===== config.mk =====
export PLATFORM = sky130hd
export DESIGN_NAME = tex_byte_lexer
export DESIGN_NICKNAME = d
export VERILOG_FILES = /design/src/rtl/tbl_pkg.sv /design/src/rtl/tbl_front.sv /design/src/rtl/tbl_back.sv /design/src/rtl/tex_byte_lexer.sv
export SDC_FILE = /design/constraint.sdc
export NUM_CORES = 1
export LEC_CHECK = 0
export ABC_CLOCK_PERIOD_IN_PS = 11400
export BUFFER_PORTS_ARGS = -buffer_cell sky130_fd_sc_hd__buf_2
export CAP_MARGIN = 20
export CORE_MARGIN = 2
export CORE_UTILIZATION = 68
export DETAILED_ROUTE_END_ITERATION = 6
export PLACE_DENSITY_LB_ADDON = 0.25
export SLEW_MARGIN = 0
export SYNTH_ARGS = -nofsm -noshare
export SYNTH_HDL_FRONTEND = slang
export SYNTH_SLANG_ARGS = --single-unit

===== constraint.sdc =====
create_clock -name clk_i -period 11.4 [get_ports clk_i]
set_clock_uncertainty 0.2 [all_clocks]
set_input_delay 1.71 -clock clk_i [delete_from_list [all_inputs] [get_ports clk_i]]
set_output_delay 1.71 -clock clk_i [all_outputs]
set_load 0.01 [all_outputs]

===== src/rtl/tbl_pkg.sv =====
// Shared types, constants and token kind codes for the TeX byte lexer.
package tbl_pkg;

  // Offset and counter widths
  localparam int unsigned PosBits   = 24;
  localparam int unsigned LimitBits = 24;
  localparam logic [PosBits-1:0]   PosMax     = '1;
  localparam logic [LimitBits-1:0] LimitReset = '1;

  // Queue depths between input, front, back and output
  localparam int unsigned InQDepth  = 4;
  localparam int unsigned OutQDepth = 4;

  // Token kind codes
  localparam logic [3:0] KindText    = 4'd1;
  localparam logic [3:0] KindControl = 4'd2;
  localparam logic [3:0] KindBegin   = 4'd3;
  localparam logic [3:0] KindEnd     = 4'd4;
  localparam logic [3:0] KindMath    = 4'd5;
  localparam logic [3:0] KindAlign   = 4'd6;
  localparam logic [3:0] KindParam   = 4'd7;
  localparam logic [3:0] KindSup     = 4'd8;
  localparam logic [3:0] KindSub     = 4'd9;
  localparam logic [3:0] KindActive  = 4'd10;
  localparam logic [3:0] KindComment = 4'd11;
  localparam logic [3:0] KindInvalid = 4'd12;
  localparam logic [3:0] KindSpace   = 4'd13;

  // What a byte does when lexed with nothing pending
  typedef enum logic [1:0] {
    FRESH_EMIT,
    FRESH_CTRL,
    FRESH_COMMENT,
    FRESH_UTF8
  } fresh_e;

  // Input transaction payload
  typedef struct packed {
    logic [7:0] text_byte;
    logic       end_marker;
  } lex_in_t;

  // Output transaction payload
  typedef struct packed {
    logic [3:0]         token_kind;
    logic [PosBits-1:0] token_start;
    logic [PosBits-1:0] token_end;
    logic               last_of_run;
  } lex_out_t;

  // Classified byte handed from front to back
  typedef struct packed {
    logic               end_marker;
    logic               is_letter;
    logic               is_alnum;
    logic               is_newline;
    logic               is_cont;
    fresh_e             fresh;
    logic [3:0]         fresh_kind;
    logic [PosBits-1:0] pos;
  } cls_item_t;

endpackage


===== src/rtl/tbl_front.sv =====
// Front end: accepts bytes, classifies them, tags offsets and queues them for the back end.
module tbl_front import tbl_pkg::*; (
  input  logic      clk_i,
  input  logic      rst_ni,
  input  logic      in_valid_i,
  output logic      in_ready_o,
  input  lex_in_t   in_data_i,
  output logic      item_valid_o,
  input  logic      item_pop_i,
  output cls_item_t item_o
);

  localparam int unsigned PtrBits = $clog2(InQDepth);
  localparam int unsigned CntBits = $clog2(InQDepth + 1);

  logic [PosBits-1:0] pos_q, pos_d;
  cls_item_t          cls;
  logic [7:0]         b;
  logic               push;

  cls_item_t          mem_q [InQDepth];
  logic [PtrBits-1:0] wptr_q, rptr_q;
  logic [CntBits-1:0] cnt_q, cnt_d;

  assign in_ready_o = (cnt_q != CntBits'(InQDepth));
  assign push       = in_valid_i && in_ready_o;

  // Byte classification
  always_comb begin
    b              = in_data_i.text_byte;
    cls.end_marker = in_data_i.end_marker;
    cls.is_letter  = (b >= 8'h41 && b <= 8'h5A) || (b >= 8'h61 && b <= 8'h7A);
    cls.is_alnum   = cls.is_letter || (b >= 8'h30 && b <= 8'h39);
    cls.is_newline = (b == 8'h0A);
    cls.is_cont    = (b[7:6] == 2'b10);
    cls.pos        = pos_q;
    cls.fresh      = FRESH_EMIT;
    cls.fresh_kind = KindText;
    unique case (b) inside
      8'h5C: cls.fresh = FRESH_CTRL;
      8'h25: cls.fresh = FRESH_COMMENT;
      8'h7B: cls.fresh_kind = KindBegin;
      8'h7D: cls.fresh_kind = KindEnd;
      8'h24: cls.fresh_kind = KindMath;
      8'h26: cls.fresh_kind = KindAlign;
      8'h23: cls.fresh_kind = KindParam;
      8'h5E: cls.fresh_kind = KindSup;
      8'h5F: cls.fresh_kind = KindSub;
      8'h7E: cls.fresh_kind = KindActive;
      8'h20, 8'h09, 8'h0A, 8'h0D: cls.fresh_kind = KindSpace;
      default: begin
        if (b[7]) begin
          cls.fresh = FRESH_UTF8;
        end else if (b >= 8'h20 && b <= 8'h7E) begin
          cls.fresh_kind = KindText;
        end else begin
          cls.fresh_kind = KindInvalid;
        end
      end
    endcase
  end

  // Byte offset: saturates, cleared by the end marker
  always_comb begin
    pos_d = pos_q;
    if (push) begin
      if (in_data_i.end_marker) begin
        pos_d = '0;
      end else if (pos_q != PosMax) begin
        pos_d = pos_q + PosBits'(1);
      end
    end
  end

  // Queue occupancy
  always_comb begin
    cnt_d = cnt_q;
    if (push && !item_pop_i) begin
      cnt_d = cnt_q + CntBits'(1);
    end else if (!push && item_pop_i) begin
      cnt_d = cnt_q - CntBits'(1);
    end
  end

  always_ff @(posedge clk_i or negedge rst_ni) begin
    if (!rst_ni) begin
      pos_q  <= '0;
      cnt_q  <= '0;
      wptr_q <= '0;
      rptr_q <= '0;
    end else begin
      pos_q <= pos_d;
      cnt_q <= cnt_d;
      if (push) begin
        wptr_q <= wptr_q + PtrBits'(1);
      end
      if (item_pop_i) begin
        rptr_q <= rptr_q + PtrBits'(1);
      end
    end
  end

  // Queue storage
  always_ff @(posedge clk_i) begin
    if (push) begin
      mem_q[wptr_q] <= cls;
    end
  end

  assign item_valid_o = (cnt_q != '0);
  assign item_o       = mem_q[rptr_q];

endmodule


===== src/rtl/tbl_back.sv =====
// Back end: scan state machine, token limit and output token queue.
module tbl_back import tbl_pkg::*; (
  input  logic                 clk_i,
  input  logic                 rst_ni,
  input  logic                 cfg_we_i,
  input  logic [LimitBits-1:0] cfg_wdata_i,
  input  logic                 item_valid_i,
  output logic                 item_pop_o,
  input  cls_item_t            item_i,
  output logic                 out_valid_o,
  input  logic                 out_ready_i,
  output lex_out_t             out_data_o
);

  localparam int unsigned PtrBits = $clog2(OutQDepth);
  localparam int unsigned CntBits = $clog2(OutQDepth + 1);

  localparam logic [2:0] ModeIdle      = 3'd0;
  localparam logic [2:0] ModeCtrlStart = 3'd1;
  localparam logic [2:0] ModeCtrlWord  = 3'd2;
  localparam logic [2:0] ModeComment   = 3'd3;
  localparam logic [2:0] ModeUtf8      = 3'd4;

  logic [2:0]           mode_q, mode_d;
  logic [PosBits-1:0]   pstart_q, pstart_d;
  logic [LimitBits-1:0] limit_q;
  logic [LimitBits-1:0] ntok_q, ntok_d, ntok_a;

  logic               a_want, a_ok, b_want, b_ok, do_fresh;
  logic [3:0]         a_kind, pend_kind;
  logic [PosBits-1:0] a_end, close_end;
  lex_out_t           tok_a, tok_b, first_tok;
  logic [1:0]         n_wr;

  lex_out_t           mem_q [OutQDepth];
  logic [PtrBits-1:0] wptr_q, rptr_q;
  logic [CntBits-1:0] cnt_q;
  logic               out_pop;

  // Take an item only when two output slots are free
  assign item_pop_o = item_valid_i && (cnt_q <= CntBits'(OutQDepth - 2));
  assign out_pop    = out_valid_o && out_ready_i;

  // Kind and end offset of the pending token
  always_comb begin
    unique case (mode_q)
      ModeComment: pend_kind = KindComment;
      ModeUtf8:    pend_kind = KindText;
      default:     pend_kind = KindControl;
    endcase
    close_end = (item_i.pos > pstart_q) ? item_i.pos - PosBits'(1) : pstart_q;
  end

  // Scan state machine
  always_comb begin
    mode_d   = mode_q;
    pstart_d = pstart_q;
    a_want   = 1'b0;
    a_kind   = KindControl;
    a_end    = close_end;
    b_want   = 1'b0;
    do_fresh = 1'b0;
    if (item_i.end_marker) begin
      a_want   = (mode_q != ModeIdle);
      a_kind   = pend_kind;
      mode_d   = ModeIdle;
      pstart_d = '0;
    end else begin
      unique case (mode_q)
        ModeCtrlStart: begin
          if (item_i.is_letter) begin
            mode_d = ModeCtrlWord;
          end else begin
            a_want = 1'b1;
            a_end  = item_i.pos;
            mode_d = ModeIdle;
          end
        end
        ModeCtrlWord: begin
          if (!item_i.is_alnum) begin
            a_want   = 1'b1;
            do_fresh = 1'b1;
          end
        end
        ModeComment: begin
          if (item_i.is_newline) begin
            a_want = 1'b1;
            a_kind = KindComment;
            a_end  = item_i.pos;
            mode_d = ModeIdle;
          end
        end
        ModeUtf8: begin
          if (!item_i.is_cont) begin
            a_want   = 1'b1;
            a_kind   = KindText;
            do_fresh = 1'b1;
          end
        end
        default: do_fresh = 1'b1;
      endcase
      // Lex the byte as a fresh one
      if (do_fresh) begin
        unique case (item_i.fresh)
          FRESH_CTRL: begin
            mode_d   = ModeCtrlStart;
            pstart_d = item_i.pos;
          end
          FRESH_COMMENT: begin
            mode_d   = ModeComment;
            pstart_d = item_i.pos;
          end
          FRESH_UTF8: begin
            mode_d   = ModeUtf8;
            pstart_d = item_i.pos;
          end
          default: begin
            mode_d = ModeIdle;
            b_want = 1'b1;
          end
        endcase
      end
    end
  end

  // Token limit: the closing token counts before the fresh one
  always_comb begin
    a_ok   = a_want && (ntok_q < limit_q);
    ntok_a = ntok_q + LimitBits'(a_ok);
    b_ok   = b_want && (ntok_a < limit_q);
    ntok_d = item_i.end_marker ? '0 : ntok_a + LimitBits'(b_ok);
    n_wr   = 2'(a_ok) + 2'(b_ok);

    tok_a.token_kind  = a_kind;
    tok_a.token_start = pstart_q;
    tok_a.token_end   = a_end;
    tok_a.last_of_run = !b_ok;

    tok_b.token_kind  = item_i.fresh_kind;
    tok_b.token_start = item_i.pos;
    tok_b.token_end   = item_i.pos;
    tok_b.last_of_run = 1'b1;

    first_tok = a_ok ? tok_a : tok_b;
  end

  // Control registers
  always_ff @(posedge clk_i or negedge rst_ni) begin
    if (!rst_ni) begin
      mode_q   <= ModeIdle;
      pstart_q <= '0;
      ntok_q   <= '0;
      limit_q  <= LimitReset;
      cnt_q    <= '0;
      wptr_q   <= '0;
      rptr_q   <= '0;
    end else begin
      if (cfg_we_i) begin
        limit_q <= cfg_wdata_i;
      end
      if (item_pop_o) begin
        mode_q   <= mode_d;
        pstart_q <= pstart_d;
        ntok_q   <= ntok_d;
        wptr_q   <= wptr_q + PtrBits'(n_wr);
      end
      if (out_pop) begin
        rptr_q <= rptr_q + PtrBits'(1);
      end
      cnt_q <= cnt_q + CntBits'(item_pop_o ? n_wr : 2'd0) - CntBits'(out_pop);
    end
  end

  // Output token queue storage
  always_ff @(posedge clk_i) begin
    if (item_pop_o) begin
      if (n_wr != 2'd0) begin
        mem_q[wptr_q] <= first_tok;
      end
      if (n_wr == 2'd2) begin
        mem_q[wptr_q + PtrBits'(1)] <= tok_b;
      end
    end
  end

  assign out_valid_o = (cnt_q != '0);
  assign out_data_o  = mem_q[rptr_q];

endmodule


===== src/rtl/tex_byte_lexer.sv =====
// Top level of the TeX byte lexer: front classifier, back scanner and their link.
// The lexer takes one text byte (or an end marker) per transaction and returns
// tokens as kind, first offset and inclusive last offset; last_of_run marks the
// final token caused by an input byte. A byte moves from the input port through
// a 4-entry classified-byte queue to the scan state machine, which writes its
// tokens into a 4-entry token queue; the first token of a byte reaches the output
// port only after it has been written into the token queue. Input bytes are taken
// at one per cycle while the classified-byte queue has room; the output port hands
// out one token per cycle while out_ready_i is high. A byte that closes a pending
// token and also gives a token of its own puts two tokens into the token queue.
// token_limit is written through cfg_we_i/cfg_wdata_i and must only change while
// the lexer is idle.
module tex_byte_lexer import tbl_pkg::*; (
  input  logic                 clk_i,
  input  logic                 rst_ni,
  input  logic                 in_valid_i,
  output logic                 in_ready_o,
  input  lex_in_t              in_data_i,
  output logic                 out_valid_o,
  input  logic                 out_ready_i,
  output lex_out_t             out_data_o,
  input  logic                 cfg_we_i,
  input  logic [LimitBits-1:0] cfg_wdata_i
);

  logic      item_valid;
  logic      item_pop;
  cls_item_t item;

  // Accept and classify
  tbl_front u_front (
    .clk_i        (clk_i),
    .rst_ni       (rst_ni),
    .in_valid_i   (in_valid_i),
    .in_ready_o   (in_ready_o),
    .in_data_i    (in_data_i),
    .item_valid_o (item_valid),
    .item_pop_i   (item_pop),
    .item_o       (item)
  );

  // Scan and emit tokens
  tbl_back u_back (
    .clk_i        (clk_i),
    .rst_ni       (rst_ni),
    .cfg_we_i     (cfg_we_i),
    .cfg_wdata_i  (cfg_wdata_i),
    .item_valid_i (item_valid),
    .item_pop_o   (item_pop),
    .item_i       (item),
    .out_valid_o  (out_valid_o),
    .out_ready_i  (out_ready_i),
    .out_data_o   (out_data_o)
  );

endmodule

# Word-level counts from Yosys, hierarchy flattened
# Memories as Yosys holds them, arrays and structs flattened.
# Cells that the tools add are included.
dict set report classes {
  n_addsub 14
  n_lt_le_gt_ge 12
  n_eq_ne 26
  mux 50
  n_reduce_logical 33
}
# op count
set op_table {}
lappend op_table {{24-bit 2-to-1 mux} 10}
lappend op_table {{53-bit 2-to-1 mux} 1}
lappend op_table {{24-bit by 1-bit adder with 24-bit output} 2}
lappend op_table {{8-bit by 7-bit == test with 1-bit output (second input constant)} 6}
lappend op_table {{24-bit < comparator} 2}
lappend op_table {{24-bit one-hot mux with 2 select lines} 1}
lappend op_table {{8-bit by 6-bit == test with 1-bit output (second input constant)} 5}
lappend op_table {{4-bit one-hot mux with 10 select lines} 1}
lappend op_table {{24-bit by 1-bit adder with 24-bit output (second input constant)} 1}
lappend op_table {{8-bit by 4-bit == test with 1-bit output (second input constant)} 3}
lappend op_table {{24-bit greater-than comparator} 1}
lappend op_table {{8-bit by 7-bit less-or-equal comparator with 1-bit output (second input constant)} 3}
lappend op_table {{24-bit inequality test (second input constant)} 1}
lappend op_table {{24-bit by 1-bit subtractor with 24-bit output (second input constant)} 1}
lappend op_table {{1-bit 2-to-1 mux} 17}
lappend op_table {{8-bit by 6-bit >= comparator with 1-bit output (second input constant)} 2}
lappend op_table {{8-bit by 7-bit >= comparator with 1-bit output (second input constant)} 2}
lappend op_table {{4-bit 2-to-1 mux} 4}
lappend op_table {{4-bit one-hot mux with 2 select lines} 2}
lappend op_table {{3-bit 2-to-1 mux} 5}
lappend op_table {{12-bit OR reduction} 1}
lappend op_table {{1-bit logical AND} 11}
lappend op_table {{2-bit nonzero test} 5}
lappend op_table {{3-bit one-hot mux with 3 select lines} 1}
lappend op_table {{other kinds (30)} 47}
dict set report word_totals {
  register_bits 113
  mem_bits_rw 352
  inputBits 38
  out_inout_bits 55
  word_cells 148
  memories 2
}
# name depth width read_ports rd_ports_with_merged_regs write_ports line_no
set mem_list {}
lappend mem_list {u_back.mem_q 4 53 1 0 2 tbl_back.sv:35} ;# lex_out_t mem_q [OutQDepth];
lappend mem_list {u_front.mem_q 4 35 1 0 1 tbl_front.sv:21} ;# cls_item_t mem_q [InQDepth];

# Longest topological paths before layout
# An unclocked memory read counts as a cell.
dict set report logic_depth {
  word_depth 13
  depth_mapped 31
  depth_no_buf 27
}

# By module
# Synthesis repeated with hierarchy kept, for this count alone.
dict set report unflattened {
  hier_cells 1944
  area_unflattened_um2 24350.9
}
# module n_inst cells_per_inst area_per_inst_um2 seq_area_each_um2
set by_module_without_submodules {}
lappend by_module_without_submodules {tbl_back 1 1505 17176.5 8408.1}
lappend by_module_without_submodules {tbl_front 1 439 7174.4 4979.8}

# Worst setup path after synthesis
# Ideal clock, no wire load.
dict set report synth_path {
  path_type {register -> register}
  startpoint {register u_back.limit_q[17]}
  endpoint {memory u_back.mem_q[3][10] (netlist bit) (enable)}
  setup_ns 0.412
  arrival_ns 7.119
  required_time_ns 10.788
  slack_ns 3.669
  stages_incl_launch_ff 30
  n_path_buf 5
  period_less_slack_ns 7.731
  path_cell_list {dfstp_2 inv_1 ha_1 a21oi_1 o21ai_0 o41ai_1 o21ai_2 nor3_2 buf_4 buf_4 ha_1 ha_1 buf_2 nand2_1 nor3_1 nand3_1 xnor2_1 ha_1 nand4_1 nor2_1 a21oi_1 and4b_1 o21ai_0 a311o_1 ha_1 clkbuf_1 nor2_1 nand3_1 clkbuf_1 nand2_1}
}
# item line_no
set synth_lines {}
lappend synth_lines {{start, declared} tbl_back.sv:26} ;# logic [LimitBits-1:0] limit_q;
lappend synth_lines {{start signal, assigned} tbl_back.sv:153} ;# limit_q <= LimitReset;
lappend synth_lines {{start signal, assigned} tbl_back.sv:159} ;# limit_q <= cfg_wdata_i;
lappend synth_lines {{end, declared} tbl_back.sv:35}

==> results.cfg <==
[setup_path]
crit_top_cell = ha_1
cpPeakStageDelay_ps = 1030
crit_slowest_cell = nor4_4
cp-start-kind = flop
worst-setup-path-type = flop to flop
crit_fanout = 35
cp-end-kind = flop
required_ps = 11660
crit_arrival_ps = 10190

[yosys]
synth_ff_type = edfxtp_1
synth_top_family_by_area = compound AO/OA/AOI/OAI gates
netlist.area_leader.share_pct = 41.5
synth_seq_cells = 465
synth.distinct_cells = 90
yosysMostFrequentCell = edfxtp_1
synth.cells.most_frequent = edfxtp_1 (348), nand2_1 (222), o21ai_0 (124)
synth-seq-area-share_pct = 53.1
yosys.area.top_type = edfxtp_1
synth-edff-count = 348
synth_fa_ha_area_share_pct = 4.68
yosys.area_share.xor_xnor_pct = 2.40
syn_inst = 2106
synth_area_um2 = 25200
ys.warnings.count = 0
synth_nets = 2237
synth-compound-area-share_pct = 14.7
synth_area_leaders = edfxtp_1 (41%), dfrtp_1 (8.8%), mux4_2 (6.9%), ha_1 (4.5%), nand2_1 (3.3%)
synth_mux_area_share_pct = 9.14
syn_avg_cell_area_um2 = 12.0
yosys.area_share.simple_pct = 12.1
synthArstFlopShare_pct = 24.3

[routing]
vias_per_cell = 7.36
wl_per_cell_um = 27.4
vias = 19400
drc = 13
drt_iter0_markers = 2593
drt-total-wl_um = 72200
first_pass_iters = 7
final_antenna_net_count = 0

[cts]
hold_buffers = 0
clock-sinks = 465
clk_latency_ps = 610
postCtsSetupRepairBufs = 0
cts_root_buf = clkbuf_16
cts_max_level = 2
numCtsBuffers = 46
cts_tree = built
cts_buffer_depth = 3
clk_pin_slew_worst_paths_ps = 60
cts-resized-gates = 0

[global_route]
track_usage_pct = 38.0
antenna_found_initial = 0
grt_max_degree = 67
met3_usage_pct = 7.46
grt_pass1_vias = 19200
grt_pass1_wl_um = 111000
use_met2_pct = 58.7
grtUsageMet1_pct = 52.2
gr-total-overflow = 0
grt_busiest_layer = met2

[timing]
finalSetupTns_ps = 0
min_period_over_period_pct = 87.1
slew_violations = 0
rsz0062_at_grt = false
tightest_slew_ps = 1240
hold_viol_final = 0
timing.slew.headroom_pct = 17.3
post-route-min-period_ps = 9930
hold-worst-slack_ps = 266
fmax_mhz = 101
finalSetupViolations = 0

[min_path]
holdCritPathClass = flop to flop

[power]
cellPowerDensity_nw_per_um2 = 255
p_total_uw = 7050
peakVddDrop_mv = 0.187
p_leak_uw = 0.0100

[layout]
finish.utilization_pct = 75.6
layout-drive-gt1-share_pct = 17.4
fillerInstances = 2336
syn2layout_area_growth_pct = 9.69
finalNetCount = 2263
antenna_cells = 0

[floorplan]
core_area_um2 = 36500
die_area_um2 = 38600
chipWidth_um = 196
placementRows = 70
dieHeight_um = 196
io_pins = 93
start_util_pct = 69.0

[placed_design]
place.gp.congestion = 0.993
portBuffers = 92
hpwl_um = 45200

[run]
drv_cap = 0

[status]
status = finished, violations left
violations = DRC
[path summary, 6_finish.rpt]
path	from	end	slack [ps]	cells past startpoint
setup reg to reg	u_back.limit_q[17]	u_back.mem_q[3][30]	1470	27
max in group asynchronous	rst_ni	u_back.rptr_q[0]	8550	2
hold reg to reg	u_back.mem_q[0][0]	u_back.mem_q[0][0]	270	1
min in group asynchronous	rst_ni	u_back.ntok_q[16]	930	1
setup / recovery	u_back.limit_q[17]	u_back.mem_q[3][30]	1470	27
hold / removal	u_back.mem_q[0][0]	u_back.mem_q[0][0]	270	1
[layer usage]
layer / share of wire (%) / vias up
li1: - / 8234
met5: 0 / -
met3: 11 / 279
met4: 4.7 / 0
met1: 38 / 9485
met2: 46 / 1422
[worst max-delay path, delay by kind of cell (launching register included)]
family                     cells  cell delay (ps)
DFF                            1              510
buffers and inverters          3             1080
adders and majority gates      5             1980
AOI/OAI and AO/OA              8             2400
xor gates and xnor gates       1              390
and+or+nand+nor               10             3190
[cell type report]
| cell class | instances | area (um2) | share of cell area (%) |
|---|---|---|---|
| flip-flops and latches | 465 | 13400 | 48.5 |
| well taps | 468 | 586 | 2.12 |
| clock inverters | 33 | 432 | 1.56 |
| inverters | 88 | 330 | 1.20 |
| clock buffers | 53 | 1190 | 4.30 |
| repair buffers | 126 | 722 | 2.61 |
| multi-input cells | 1405 | 11000 | 39.7 |
[stage by stage]
step	instance area (um2)	std cells	setup slack (ps)
global placement	26000	2551	2100
finish	27600	2638	1470
floorplan	25200	2106	3670
global route	27600	2638	1120
detailed placement	26000	2551	1970
CTS	27600	2637	1890
[cell usage in the layout (no fill, tap or decap), types with 23 or more instances in the layout]
cell / synthesis / layout
a21oi_1: 49 / 49
a22o_1: 82 / 82
and3_1: 23 / 23
buf_2: 15 / 91
buf_4: 3 / 34
clkbuf_16: 0 / 46
dfrtp_1: 89 / 85
dfstp_2: 24 / 24
edfxtp_1: 348 / 348
ha_1: 91 / 91
inv_1: 79 / 79
mux2i_1: 40 / 39
mux4_2: 77 / 77
nand2_1: 222 / 218
nand3_1: 74 / 74
nand4_1: 45 / 45
nor2_1: 78 / 78
nor3_1: 36 / 32
o211ai_1: 70 / 70
o21ai_0: 124 / 124
o221ai_1: 50 / 50
xnor2_1: 30 / 30
xor2_1: 39 / 39
[registers in the layout, summed over array words and instances, names as in the netlist]
name / cells
u_back.cnt_q: 3
u_back.limit_q: 24
u_back.mem_q: 212
u_back.mode_q: 3
u_back.ntok_q: 24
u_back.pstart_q: 24
u_back.rptr_q: 2
u_back.wptr_q: 2
u_front.cnt_q: 3
u_front.mem_q: 140
u_front.pos_q: 24
u_front.rptr_q: 2
u_front.wptr_q: 2
[power by group]
group | total (uW) | leakage (uW) | internal [uW] | switching (uW)
Clock | 1630 | 0.000768 | 942 | 687
Combinational | 2940 | 0.00458 | 982 | 1960
Sequential | 2480 | 0.00465 | 2210 | 275
[cells by family after synthesis]
kind of cell	Yosys count
AO/OA/AOI/OAI	517
XOR/XNOR	69
adder cells (fa/ha/maj)	93
buffers and inverters	236
flip-flops	465
multiplexers	132
AND/OR/NAND/NOR	594
No activity file was read; power rests on OpenSTA's default activity.
